$ cat config.mk
export PLATFORM = sky130hd
export DESIGN_NAME = sdtp_ram
export DESIGN_NICKNAME = d
export VERILOG_FILES = /design/src/rtl/core/sdtp_ram.sv
export SDC_FILE = /design/constraint.sdc
export NUM_CORES = 1
export LEC_CHECK = 0
export ABC_AREA = 1
export BUFFER_PORTS_ARGS = -buffer_cell sky130_fd_sc_hd__buf_2
export CAP_MARGIN = 20
export CORE_MARGIN = 5
export CORE_UTILIZATION = 35
export CTS_CLUSTER_SIZE = 25
export DETAILED_ROUTE_END_ITERATION = 12
export PLACE_DENSITY = 0.57
export SLEW_MARGIN = 20
export SYNTH_ARGS = -nofsm -noshare
export SYNTH_HDL_FRONTEND = slang
export SYNTH_SLANG_ARGS = --single-unit
export TNS_END_PERCENT = 30
$ cat constraint.sdc
create_clock -name clk -period 1.6 [get_ports clk]
set_clock_uncertainty 0.15 [all_clocks]
set_input_delay 0.16 -clock clk [delete_from_list [all_inputs] [get_ports clk]]
set_output_delay 0.16 -clock clk [all_outputs]
set_load 0.01 [all_outputs]
$ cat src/rtl/core/sdtp_ram.sv
// ----------------------------------------------------------------------------
// sdtp_ram: generic simple dual-port RAM
// One write port, one read port with registered read data.
// ----------------------------------------------------------------------------
`default_nettype none
module sdtp_ram #(
  parameter int WIDTH = 8,
  parameter int DEPTH = 16
) (
  input  wire logic                     clk,
  input  wire logic                     we,
  input  wire logic [$clog2(DEPTH)-1:0] waddr,
  input  wire logic [WIDTH-1:0]         wdata,
  input  wire logic                     re,
  input  wire logic [$clog2(DEPTH)-1:0] raddr,
  output      logic [WIDTH-1:0]         rdata
);
  logic [WIDTH-1:0] mem [DEPTH];
  logic [WIDTH-1:0] rdata_r;

  // write and registered read
  always_ff @(posedge clk) begin
    if (we) begin
      mem[waddr] <= wdata;
    end
    if (re) begin
      rdata_r <= mem[raddr];
    end
  end

  assign rdata = rdata_r;
endmodule
`default_nettype wire

==> flow_summary.yaml <==
run_status:
  status: "finished clean"
clock_tree:
  cts_buffers: 17
  clock_latency_ns: 0.41
  clk_path_buf_depth: 2
  cts_tree: "done"
  cts_setup_buffers: 0
  cts.clk_slew.worst_paths_ns: 0.05
  ctsHtreeMaxLevel: 4
  root_buffer: "clkbuf_16"
  clock_sinks: 136
route:
  antenna_left: 0
  drt-wirelength-per-cell_um: 16.14
  vias: 3848
  via_per_inst: 4.664
  drcViolationCount: 0
  drtIter0Drc: 358
  dr.pass1.iters: 5
  wirelength_mm: 13.32
synthesis:
  synth-seq-cells: 136
  yosysTopAreaCellShare: 0.6985
  yosys.area.top_type: "edfxtp_1"
  yosys-top-cells-area: "edfxtp_1 70%, nand2_1 11%, nand3_1 8.3%"
  syn_nets: 570
  syn_area_mm2: 0.005847
  synth-seq-area-share: 0.6985
  syn_inst: 551
  yosys_warnings: 0
  avgSynthCellArea_um2: 10.61
  synth_cell_type_count: 11
sta:
  period_needed_ns: 1.335
  max_freq_ghz: 0.7491
  rsz0062_at_grt: "false"
  tightest_slew_ns: 0.6195
  setup_viol: 0
  period_share: 0.8343
  slew_viol_final: 0
  whs_ns: 0.01547
  hold_viol_final: 0
  slew_headroom: 0.5864
setup_path:
  start_kind: "register"
  path_class: "register to register"
  r2r_cells: 6
  rr_endpoint: "rdata[7]$_DFFE_PP_"
  cp_max_fo: 1
  r2r-start: "mem[1][7]$_DFFE_PP_"
  arrival_ns: 1.34
  reg2reg_slack_ns: 0.27
  worstSetupEndpointType: "register"
  crit_required_ns: 1.61
finish:
  layout_commonest_cell: "nand2_1"
  layout.nets: 614
  final_area_mm2: 0.006774
  synthToLayoutAreaGrowth_pct: 15.86
  final_cell_mix: "173 x nand2_1, 136 x edfxtp_1, 100 x inv_1"
  layout-drive-gt1-share: 0.1174
  antennaDiodeCount: 0
pwr:
  power_leakage_uw: 0.002899
  ir_drop_mv: 0.7794
  power_density_mw_per_mm2: 1144
floorplanning:
  core_area_mm2: 0.01647
  dieHeight_um: 139.3
  ioPinCount: 27
  die_w_um: 139.3
  start_util: 0.3551
  row_count: 47
  die_area_mm2: 0.01939
job:
  maxCapViolCount: 0
global_route:
  grt.total_usage: 0.1442
  grt_max_degree: 65
  grt_pass1_wl_mm: 21.00
  antenna_found_initial: 0
  grt.overflow.total: 0
  grt_pass1_vias: 3817
placed_design:
  place_area_mm2: 0.006289
  hpwl_mm: 8.315
  place_congestion: 0.7869
  io_buffers: 26
hold_path:
  hp-start: "wdata[5]"
  hold_depth: 1
  min_to: "mem[3][5]$_DFFE_PP_"
  min_path_type: "input pin to register"
[kinds of logic after synthesis]
| family | share of synthesized area |
|---|---|
| DFF | 0.6985 |
| and+or+nand+nor | 0.2076 |
| buffers and inverters | 0.09394 |
[report_power, final]
| part | internal (uW) | total, uW | leakage, uW | switching (uW) |
|---|---|---|---|---|
| clock network | 1910 | 3220 | 0.000236 | 1300 |
| logic | 149 | 496 | 0.00143 | 348 |
| registers | 4020 | 4040 | 0.00124 | 19.8 |
| total | 6080 | 7750 | 0.00290 | 1670 |
[cells in the mapped netlist]
cell and n:
nand3_1 97, edfxtp_1 136, buf_2 13, buf_4 4, nor2_1 17, buf_6 6
buf_1 1, nand3b_1 2, inv_1 100, nand2_1 173, inv_2 2
[how the worst max path moves through the flow]
stage	from	cells after the start	slack, ns	to
6_report	mem[1][7]$_DFFE_PP_	6	0.27	rdata[7]$_DFFE_PP_
4_1_cts	mem[1][7]$_DFFE_PP_	6	0.26	rdata[7]$_DFFE_PP_
5_1_grt	mem[1][7]$_DFFE_PP_	6	0.20	rdata[7]$_DFFE_PP_
2_1_floorplan	waddr[2]	2	0.34	mem[10][0]$_DFFE_PP_
3_5_place_dp	raddr[1]	6	-0.003	rdata[7]$_DFFE_PP_
3_3_place_gp	raddr[1]	6	0.01	rdata[7]$_DFFE_PP_
[flip-flops by register name (all words and copies together) (netlist names)]
name and count:
mem 128, rdata 8
[cell type report]
type	count	area (um2)
clock buffers	21	440.4
clock inverters	8	35.03
fillers	1606	9692
inverters	102	382.9
multi-input cells	289	1214
flip-flops and latches	136	4084
well taps	220	275.3
repair buffers	49	342.8
[metal layers]
metal	track usage	share of wire
met3	0.03293	0.045
met2	0.2377	0.49
met5	0	0
met4	0.05664	0.019
met1	0.1853	0.45
[critical path: stages, from the launching register on]
cell and delay, ns:
edfxtp_1 0.38, inv_1 0.07, nand2_1 0.04, nand3_1 0.11, nand3_1 0.09, nand3_1 0.16
nand2_1 0.08
[per-stage QoR]
stage	power, uW	cells	worst slack [ns]	TNS (ns)	util
after floorplan	4396	551	0.3392	0	-
after CTS	7826	825	0.2610	0	0.4114
after global placement	4601	795	0.009984	0	0.3819
final	7749	825	0.2651	0	0.4114
after global routing	8041	825	0.1985	0	0.4114
after detailed placement	4610	795	-0.003360	-0.003360	0.3819
[timing repair]
item	4_1_cts	5_1_grt
gates resized for setup	0	0
hold buffers	1	0
hold endpoints to repair	8	0
(Power assumes the default switching activity.)
